<file path="src/design/rce_pkg.sv">
`timescale 1ns / 1ps

package rce_pkg;

   // fixed limits of the curves
   localparam int MAX_THROTTLE = 1850;
   localparam int PR_LAST      = 4;
   localparam int THR_LAST     = 10;
   localparam int OUT_MAX      = 2047;

   // reciprocals for the constant divisors (floor(2^S / d), rounded up for d = 10)
   localparam int PR_DIV   = 1192;
   localparam int PR_SH    = 22;
   localparam int PR_K     = (1 << PR_SH) / PR_DIV;
   localparam int TEN_SH   = 19;
   localparam int TEN_K    = ((1 << TEN_SH) + 9) / 10;
   localparam int THR_DIV  = 1000;
   localparam int THR_SH   = 24;
   localparam int THR_K    = (1 << THR_SH) / THR_DIV;

   // register indexes
   localparam logic [2:0] REG_RC_RATE       = 3'd0;
   localparam logic [2:0] REG_RC_EXPO       = 3'd1;
   localparam logic [2:0] REG_THROTTLE_MID  = 3'd2;
   localparam logic [2:0] REG_THROTTLE_EXPO = 3'd3;
   localparam logic [2:0] REG_MIN_THROTTLE  = 3'd4;

   localparam int CSR_AW = 5;

   typedef struct packed {
      logic [7:0]  rc_rate;
      logic [6:0]  rc_expo;
      logic [6:0]  throttle_mid;
      logic [6:0]  throttle_expo;
      logic [10:0] min_throttle;
   } cfg_type;

   typedef struct packed {
      logic [20:0] rem;
      logic        hit;
   } dstep_type;

   // one restoring step of the quotient: subtract d << sh when it fits
   function automatic dstep_type div_step(input logic [20:0] rem, input logic [13:0] d,
                                          input logic [2:0] sh);
      logic [21:0] t;
      dstep_type   r;
      t = 22'(d) << sh;
      if ({1'b0, rem} >= t) begin
         r.rem = 21'({1'b0, rem} - t);
         r.hit = 1'b1;
      end else begin
         r.rem = rem;
         r.hit = 1'b0;
      end
      return r;
   endfunction

   // clamp into the 11-bit output range
   function automatic logic [10:0] sat11(input logic signed [26:0] v);
      logic [10:0] r;
      if (v < 0) begin
         r = 11'd0;
      end else if (v > 27'sd2047) begin
         r = 11'(OUT_MAX);
      end else begin
         r = v[10:0];
      end
      return r;
   endfunction

endpackage

</file>
<file path="src/design/rce_csr.sv">
`timescale 1ns / 1ps

module rce_csr import rce_pkg::*; (
   input  logic              clock,
   input  logic              reset,
   input  logic              csr_psel,
   input  logic              csr_penable,
   input  logic              csr_pwrite,
   input  logic [CSR_AW-1:0] csr_paddr,
   input  logic [31:0]       csr_pwdata,
   output logic [31:0]       csr_prdata,
   output logic              csr_pready,
   output cfg_type           cfg
);

   cfg_type    cfg_ff;
   logic [2:0] idx;
   logic       wr;

   assign idx        = csr_paddr[4:2];
   assign wr         = csr_psel && csr_penable && csr_pwrite;
   assign csr_pready = 1'b1;
   assign cfg        = cfg_ff;

   // register write
   always_ff @(posedge clock) begin
      if (reset) begin
         cfg_ff.rc_rate       <= 8'd90;
         cfg_ff.rc_expo       <= 7'd65;
         cfg_ff.throttle_mid  <= 7'd50;
         cfg_ff.throttle_expo <= 7'd0;
         cfg_ff.min_throttle  <= 11'd1150;
      end else if (wr) begin
         case (idx)
            REG_RC_RATE:       cfg_ff.rc_rate       <= csr_pwdata[7:0];
            REG_RC_EXPO:       cfg_ff.rc_expo       <= csr_pwdata[6:0];
            REG_THROTTLE_MID:  cfg_ff.throttle_mid  <= csr_pwdata[6:0];
            REG_THROTTLE_EXPO: cfg_ff.throttle_expo <= csr_pwdata[6:0];
            REG_MIN_THROTTLE:  cfg_ff.min_throttle  <= csr_pwdata[10:0];
            default: ;
         endcase
      end
   end

   // read back
   always_comb begin
      case (idx)
         REG_RC_RATE:       csr_prdata = 32'(cfg_ff.rc_rate);
         REG_RC_EXPO:       csr_prdata = 32'(cfg_ff.rc_expo);
         REG_THROTTLE_MID:  csr_prdata = 32'(cfg_ff.throttle_mid);
         REG_THROTTLE_EXPO: csr_prdata = 32'(cfg_ff.throttle_expo);
         REG_MIN_THROTTLE:  csr_prdata = 32'(cfg_ff.min_throttle);
         default:           csr_prdata = 32'd0;
      endcase
   end

endmodule

</file>
<file path="src/design/rc_expo_curve_point.sv">
`timescale 1ns / 1ps

// Stick response curve breakpoint generator.
// Request word: req_op selects the curve (0 pitch/roll, 1 throttle) and
// req_point the breakpoint index. Each request gives exactly one response
// word: rsp_curve_value and rsp_bad_point (index out of range, value zero).
// Words move on valid/stall handshakes; a word is taken when valid is high
// and stall is low.
// The datapath is a 12-stage pipeline that shows each request on rsp_valid
// from its last stage; one request is taken every cycle while req_stall is
// low. The depth is set by the chain of stages: the 7-bit throttle expo
// quotient (up to two bits a stage) and the reciprocal multiply and
// correction for each constant divisor.
// When the receiver stalls, words pile up in empty stages; req_stall rises
// only once every stage holds a word, so nothing is lost or repeated.
// Curve parameters sit in the CSR port (APB style, registers at 4*i) and
// must only be written while the pipeline is empty.
// Synchronous reset empties the pipeline and loads the default curve
// settings.
module rc_expo_curve_point import rce_pkg::*; (
   input  logic              clock,
   input  logic              reset,
   input  logic              req_valid,
   output logic              req_stall,
   input  logic              req_op,
   input  logic [3:0]        req_point,
   output logic              rsp_valid,
   input  logic              rsp_stall,
   output logic [10:0]       rsp_curve_value,
   output logic              rsp_bad_point,
   input  logic              csr_psel,
   input  logic              csr_penable,
   input  logic              csr_pwrite,
   input  logic [CSR_AW-1:0] csr_paddr,
   input  logic [31:0]       csr_pwdata,
   output logic [31:0]       csr_prdata,
   output logic              csr_pready
);

   localparam int NST = 12;

   typedef struct packed {
      logic               thr;
      logic               bad;
      logic signed [7:0]  tmp;
      logic [6:0]         y;
      logic [13:0]        ysq;
      logic [13:0]        tsq;
      logic [20:0]        rem;
      logic [6:0]         q;
      logic               neg;
      logic signed [26:0] acc;
      logic [23:0]        aux;
      logic [10:0]        prv;
      logic [10:0]        res;
   } pipe_type;

   cfg_type   cfg;
   pipe_type  s_ff [1:NST];
   pipe_type  s_in [1:NST];
   logic [NST:1] v_ff;
   logic [NST:1] en;

   rce_csr u_csr (
      .clock       (clock),
      .reset       (reset),
      .csr_psel    (csr_psel),
      .csr_penable (csr_penable),
      .csr_pwrite  (csr_pwrite),
      .csr_paddr   (csr_paddr),
      .csr_pwdata  (csr_pwdata),
      .csr_prdata  (csr_prdata),
      .csr_pready  (csr_pready),
      .cfg         (cfg)
   );

   // stage advance: a stage moves when empty or when the next one moves
   always_comb begin
      en[NST] = !v_ff[NST] || !rsp_stall;
      for (int k = NST - 1; k >= 1; k--) begin
         en[k] = !v_ff[k] || en[k+1];
      end
   end

   assign req_stall = !en[1];

   always_ff @(posedge clock) begin
      if (reset) begin
         v_ff <= '0;
      end else begin
         if (en[1]) v_ff[1] <= req_valid;
         for (int k = 2; k <= NST; k++) begin
            if (en[k]) v_ff[k] <= v_ff[k-1];
         end
      end
   end

   always_ff @(posedge clock) begin
      for (int k = 1; k <= NST; k++) begin
         if (en[k]) s_ff[k] <= s_in[k];
      end
   end

   // stage 1: range check, offset from mid point, divisor choice, i*i-15, i*rate
   always_comb begin
      logic [7:0] p10;
      logic [7:0] pp;
      s_in[1]     = s_ff[1];
      p10         = 8'(req_point) * 8'd10;
      pp          = 8'(req_point) * 8'(req_point);
      s_in[1].thr = req_op;
      s_in[1].bad = req_op ? (req_point > 4'(THR_LAST)) : (req_point > 4'(PR_LAST));
      s_in[1].tmp = $signed(p10 - {1'b0, cfg.throttle_mid});
      if (s_in[1].tmp > 0) begin
         s_in[1].y = 7'd100 - cfg.throttle_mid;
      end else if (s_in[1].tmp < 0) begin
         s_in[1].y = cfg.throttle_mid;
      end else begin
         s_in[1].y = 7'd1;
      end
      s_in[1].acc = $signed({19'd0, pp}) - 27'sd15;
      s_in[1].aux = 24'(12'(req_point) * 12'(cfg.rc_rate));
   end

   // stage 2: squares; pitch/roll base term
   always_comb begin
      logic [6:0]         ta;
      logic signed [26:0] e;
      s_in[2]     = s_ff[1];
      ta          = s_ff[1].tmp[7] ? 7'(-s_ff[1].tmp) : s_ff[1].tmp[6:0];
      e           = $signed({20'd0, cfg.rc_expo});
      s_in[2].tsq = 14'(ta) * 14'(ta);
      s_in[2].ysq = 14'(s_ff[1].y) * 14'(s_ff[1].y);
      s_in[2].acc = 27'sd1526 + e * s_ff[1].acc;
   end

   // stage 3: expo dividend; pitch/roll product
   always_comb begin
      s_in[3]     = s_ff[2];
      s_in[3].rem = 21'(cfg.throttle_expo) * 21'(s_ff[2].tsq);
      s_in[3].q   = 7'd0;
      s_in[3].acc = s_ff[2].acc * $signed({3'd0, s_ff[2].aux});
   end

   // stage 4: quotient bits 6,5; pitch/roll estimate of /1192
   always_comb begin
      dstep_type  d6, d5;
      logic [23:0] m;
      logic [35:0] pk;
      s_in[4]      = s_ff[3];
      d6           = div_step(s_ff[3].rem, s_ff[3].ysq, 3'd6);
      d5           = div_step(d6.rem, s_ff[3].ysq, 3'd5);
      s_in[4].rem  = d5.rem;
      s_in[4].q[6] = d6.hit;
      s_in[4].q[5] = d5.hit;
      s_in[4].neg  = s_ff[3].acc < 0;
      m            = s_in[4].neg ? 24'(-s_ff[3].acc) : s_ff[3].acc[23:0];
      pk           = 36'(m) * 36'(PR_K);
      s_in[4].aux  = 24'(pk >> PR_SH);
      s_in[4].acc  = $signed({3'd0, m});
   end

   // stage 5: quotient bits 4,3; pitch/roll correction and clamp
   always_comb begin
      dstep_type          d4, d3;
      logic signed [26:0] qe, r, v;
      s_in[5]      = s_ff[4];
      d4           = div_step(s_ff[4].rem, s_ff[4].ysq, 3'd4);
      d3           = div_step(d4.rem, s_ff[4].ysq, 3'd3);
      s_in[5].rem  = d4.rem;
      s_in[5].rem  = d3.rem;
      s_in[5].q[4] = d4.hit;
      s_in[5].q[3] = d3.hit;
      qe           = $signed({3'd0, s_ff[4].aux});
      r            = s_ff[4].acc - qe * 27'sd1192;
      if (r >= 27'sd1192) qe = qe + 27'sd1;
      v            = s_ff[4].neg ? -qe : qe;
      s_in[5].prv  = sat11(v);
   end

   // stage 6: quotient bits 2,1
   always_comb begin
      dstep_type d2, d1;
      s_in[6]      = s_ff[5];
      d2           = div_step(s_ff[5].rem, s_ff[5].ysq, 3'd2);
      d1           = div_step(d2.rem, s_ff[5].ysq, 3'd1);
      s_in[6].rem  = d1.rem;
      s_in[6].q[2] = d2.hit;
      s_in[6].q[1] = d1.hit;
   end

   // stage 7: quotient bit 0
   always_comb begin
      dstep_type d0;
      s_in[7]      = s_ff[6];
      d0           = div_step(s_ff[6].rem, s_ff[6].ysq, 3'd0);
      s_in[7].rem  = d0.rem;
      s_in[7].q[0] = d0.hit;
   end

   // stage 8: inner gain times offset
   always_comb begin
      logic signed [26:0] a, b;
      s_in[8]     = s_ff[7];
      a           = 27'(s_ff[7].tmp);
      b           = $signed({20'd0, s_ff[7].q}) + 27'sd100
                    - $signed({20'd0, cfg.throttle_expo});
      s_in[8].acc = a * b;
   end

   // stage 9: /10 toward zero, add 10*mid
   always_comb begin
      logic [14:0]        m;
      logic [31:0]        pk;
      logic signed [26:0] dq, mid10;
      s_in[9]     = s_ff[8];
      m           = s_ff[8].acc[26] ? 15'(-s_ff[8].acc) : s_ff[8].acc[14:0];
      pk          = 32'(m) * 32'(TEN_K);
      dq          = $signed({12'd0, 15'(pk >> TEN_SH)});
      mid10       = $signed({20'd0, cfg.throttle_mid}) * 27'sd10;
      s_in[9].acc = mid10 + (s_ff[8].acc[26] ? -dq : dq);
   end

   // stage 10: scale by throttle span
   always_comb begin
      logic signed [26:0] span;
      s_in[10]     = s_ff[9];
      span         = 27'(MAX_THROTTLE) - $signed({16'd0, cfg.min_throttle});
      s_in[10].acc = span * s_ff[9].acc;
   end

   // stage 11: estimate of /1000
   always_comb begin
      logic [23:0] m;
      logic [39:0] pk;
      s_in[11]     = s_ff[10];
      s_in[11].neg = s_ff[10].acc < 0;
      m            = s_in[11].neg ? 24'(-s_ff[10].acc) : s_ff[10].acc[23:0];
      pk           = 40'(m) * 40'(THR_K);
      s_in[11].aux = 24'(pk >> THR_SH);
      s_in[11].acc = $signed({3'd0, m});
   end

   // stage 12: correction, offset, clamp and curve select
   always_comb begin
      logic signed [26:0] qe, r, v;
      s_in[12] = s_ff[11];
      qe       = $signed({3'd0, s_ff[11].aux});
      r        = s_ff[11].acc - qe * 27'sd1000;
      if (r >= 27'sd1000) qe = qe + 27'sd1;
      v        = $signed({16'd0, cfg.min_throttle}) + (s_ff[11].neg ? -qe : qe);
      if (s_ff[11].bad) begin
         s_in[12].res = 11'd0;
      end else if (s_ff[11].thr) begin
         s_in[12].res = sat11(v);
      end else begin
         s_in[12].res = s_ff[11].prv;
      end
   end

   assign rsp_valid       = v_ff[NST];
   assign rsp_curve_value = s_ff[NST].res;
   assign rsp_bad_point   = s_ff[NST].bad;

   // checks
   a_bad_zero: assert property (@(posedge clock) disable iff (reset)
      rsp_valid && rsp_bad_point |-> rsp_curve_value == 11'd0)
      else $error("bad point with non-zero value");

   a_hold: assert property (@(posedge clock) disable iff (reset)
      rsp_valid && rsp_stall |=> rsp_valid && $stable(rsp_curve_value))
      else $error("stalled response word lost or changed");

   a_take: assert property (@(posedge clock) disable iff (reset)
      req_valid && !req_stall |=> v_ff[1])
      else $error("accepted request word not in first stage");

   a_room: assert property (@(posedge clock) disable iff (reset)
      !v_ff[1] |-> !req_stall)
      else $error("stall with empty first stage");

endmodule
</file>
<file path="config.mk">
export PLATFORM = sky130hd
export DESIGN_NAME = rc_expo_curve_point
export DESIGN_NICKNAME = d
export VERILOG_FILES = /design/src/design/rce_pkg.sv /design/src/design/rce_csr.sv /design/src/design/rc_expo_curve_point.sv
export SDC_FILE = /design/constraint.sdc
export NUM_CORES = 2
export LEC_CHECK = 0
export BUFFER_PORTS_ARGS = -buffer_cell sky130_fd_sc_hd__buf_2
export CELL_PAD_IN_SITES_DETAIL_PLACEMENT = 0
export CELL_PAD_IN_SITES_GLOBAL_PLACEMENT = 1
export CORE_MARGIN = 2
export CORE_UTILIZATION = 53
export DETAILED_ROUTE_END_ITERATION = 7
export GPL_TIMING_DRIVEN = 1
export PLACE_DENSITY_LB_ADDON = 0.1
export SETUP_SLACK_MARGIN = 0.2
export SLEW_MARGIN = 15
export SYNTH_ARGS = -nofsm -noshare
export SYNTH_HDL_FRONTEND = slang
export SYNTH_SLANG_ARGS = --single-unit
</file>
<file path="constraint.sdc">
create_clock -name clock -period 15.3 [get_ports clock]
set_input_delay 3.06 -clock clock [delete_from_list [all_inputs] [get_ports clock]]
set_output_delay 3.06 -clock clock [all_outputs]
set_load 0.02 [all_outputs]
</file>
==> flow_summary.ini <==
[synthesis]
ys_async_sr_fraction_pct = 0
number_of_distinct_library_cells_after_synthesis = 100
synth_flop_type = sky130_fd_sc_hd__edfxtp_1
synth-edff-count = 580
synth_sequential_area_ratio_pct = 24.0
yosysWarningCount = 0
post_synth.cell_area_avg_sq_um = 10.0
synth_seq_cells = 632
netlist_area_sq_um = 77100
count_of_mapped_cells_out_of_synthesis = 7686

[cts]
clkTransAtPathRegs_ps = 60
cts_post_setup_buffers_inserted = 0
hold_buffer_count_at_cts = 0
cts.sinks = 632
number_of_levels_the_h_tree_was_split_into = 3
ctsResizeCount = 0
ctsLongestPathBuffers = 3
cts-buffers-inserted = 76
tritoncts = built
worst_skew_pair.late_latency_ps = 700
cts_root_buffer = sky130_fd_sc_hd__clkbuf_16

[layout]
final_layout_size_suffix_gt1_share_pct = 4.19
area_delta_synth_final_pct = 6.69
num-nets-final = 9714

[sta]
finalMaxSlewViolations = 0
unrepaired_setup_endpoints_after_global_routing = no
final_min_period_over_clock_period_pct = 83.5
worstMarginPinSlew_ps = 1090
skew_ps = 64.7
setup_total_negative_slack_ps = 0
final-hold-violation-count = 0
finalSetupViolations = 0
slew_headroom_pct = 27.2
final.min_clock_period_ps = 12770
fmax_ghz = 0.0783

[worst_hold_path]
worstHoldPathType = reg2reg

[floorplan]
core_region_area_sq_um = 144000
initial_utilization_pct = 53.5
fp-row-count = 139
floorplan.io_pins = 96
fp.dieH_um = 385
die_area_sq_um = 148000
chipWidth_um = 385

[global_routing]
wire_length_of_the_first_global_routing_pass_mm = 281
vias_in_the_first_global_route = 53900
grt_antenna_before_repair = 7
groute.usage.overall_pct = 23.7
global_route.overflow_total = 0
maximum_number_of_pins_on_one_net_before_global_route_repair = 75

[critical_path]
worstSetupStartpointType = register
critical_path_required_ps = 15670
slowest_stage = sky130_fd_sc_hd__a21o_1
worst_setup_end_kind = register
cp_data_arrival_time_ps = 13140
timing_worst_setup_path_type = reg2reg
cpMostUsedCell = sky130_fd_sc_hd__a21o_1
crit_family = compound AO/OA/AOI/OAI gates
cp_slowest_stage_delay_ps = 560
crit_path_max_fanout = 16
path_buf_inv = 2

[place]
placer_congestion_estimate = 0.872
dpl.hpwl_mm = 139
port_bufs = 50

[route]
post_drt_wl_per_cell_um = 17.5
ant_nets = 0
vias = 51500
drt_first_iter_violations = 2315
drcViolationCount = 0
drt-vias-per-instance = 5.32
drt_pass1_iterations = 7
detail_route.wirelength_mm = 169

[run]
drv_cap = 0

[run_status]
status = completed
[per-layer routing]
metal	global-route usage [%]	part of all wire, %	vias to the layer above
li1	-	-	25100
met1	31.3	45	25200
met2	40.9	48	906
met3	3.68	4.7	224
met4	5.84	2.5	0
met5	0	0	-
[worst paths after layout]
kind | start | end | slack, ps | cells after the start
worst max-delay path | s_ff[0][1642] | s_ff[0][1766] | 2530 | 49
worst min-delay path | s_ff[0][1028] | s_ff[0][1175] | 400 | 0
worst max register to register | s_ff[0][1642] | s_ff[0][1766] | 2530 | 49
worst min register to register | s_ff[0][1028] | s_ff[0][1175] | 400 | 0
[registers in the layout, indices dropped and copies added (netlist names)]
signal / count
s_ff: 580
v_ff: 12
u_csr.cfg: 40
[per-stage QoR]
step,instances,hold WS [ps],instance area [sq um],util (%),setup slack (ps)
after floorplan,7709,400,77100,-,3100
after global placement,9523,400,79400,55.1,2720
after detailed placement,9523,405,79400,55.1,2600
after CTS,9662,398,82200,57.1,2560
after global routing,9663,412,82200,57.1,1640
final,9665,404,82200,57.1,2530
[Yosys cell counts, types with 41 or more instances]
cell / n / share of area, %
sky130_fd_sc_hd__nand3_1: 57 / 0.37
sky130_fd_sc_hd__inv_1: 1480 / 7.2
sky130_fd_sc_hd__ha_1: 1037 / 17
sky130_fd_sc_hd__mux2i_1: 57 / 0.74
sky130_fd_sc_hd__xor2_1: 123 / 1.4
sky130_fd_sc_hd__clkbuf_1: 147 / 0.72
sky130_fd_sc_hd__edfxtp_1: 580 / 23
sky130_fd_sc_hd__a21o_1: 117 / 1.1
sky130_fd_sc_hd__nor3_1: 66 / 0.43
sky130_fd_sc_hd__dfxtp_1: 52 / 1.4
sky130_fd_sc_hd__nor2b_1: 98 / 0.80
sky130_fd_sc_hd__and3_1: 41 / 0.33
sky130_fd_sc_hd__fa_1: 930 / 24
sky130_fd_sc_hd__o31ai_1: 41 / 0.40
sky130_fd_sc_hd__a21oi_1: 296 / 1.9
sky130_fd_sc_hd__o21bai_1: 56 / 0.55
sky130_fd_sc_hd__nand2_1: 648 / 3.2
sky130_fd_sc_hd__xnor2_1: 333 / 3.8
sky130_fd_sc_hd__and2_1: 311 / 2.5
sky130_fd_sc_hd__nor2_1: 321 / 1.6
sky130_fd_sc_hd__o21ai_0: 239 / 1.6
sky130_fd_sc_hd__nand2b_1: 101 / 0.82
[placed cells by master (no fill, tap or decap), types with 117 or more instances in the layout]
| master | Yosys | routed |
|---|---|---|
| sky130_fd_sc_hd__o21ai_0 | 239 | 238 |
| sky130_fd_sc_hd__nand2_1 | 648 | 645 |
| sky130_fd_sc_hd__xor2_1 | 123 | 121 |
| sky130_fd_sc_hd__ha_1 | 1037 | 1037 |
| sky130_fd_sc_hd__a21oi_1 | 296 | 296 |
| sky130_fd_sc_hd__xnor2_1 | 333 | 331 |
| sky130_fd_sc_hd__edfxtp_1 | 580 | 580 |
| sky130_fd_sc_hd__inv_1 | 1480 | 1477 |
| sky130_fd_sc_hd__a21o_1 | 117 | 117 |
| sky130_fd_sc_hd__fa_1 | 930 | 930 |
| sky130_fd_sc_hd__nor2_1 | 321 | 321 |
| sky130_fd_sc_hd__and2_1 | 311 | 311 |
[final cells by class]
cell class                 count  area, sq um
tap                         1903         2380
multi-input combinational   5402        52300
antenna                        3         7.51
clock inverter                56          840
inverter                    1480         5560
clock buffer                  83         1950
timing repair buffer         106          671
sequential                   632        18500
fill                       12700        61800
[cell families after synthesis]
family                   synth area share [%]
AND/OR/NAND/NOR                          11.8
flip-flops                               24.0
XOR/XNOR                                 5.18
other                                 0.00975
multiplexers                            0.974
buffers and inverters                    8.35
AO/OA/AOI/OAI                            8.76
adder cells (fa/ha/maj)                  41.0
Power is not shown: default switching activity piles up to over one toggle a cycle in this logic, so the estimate is an artifact.
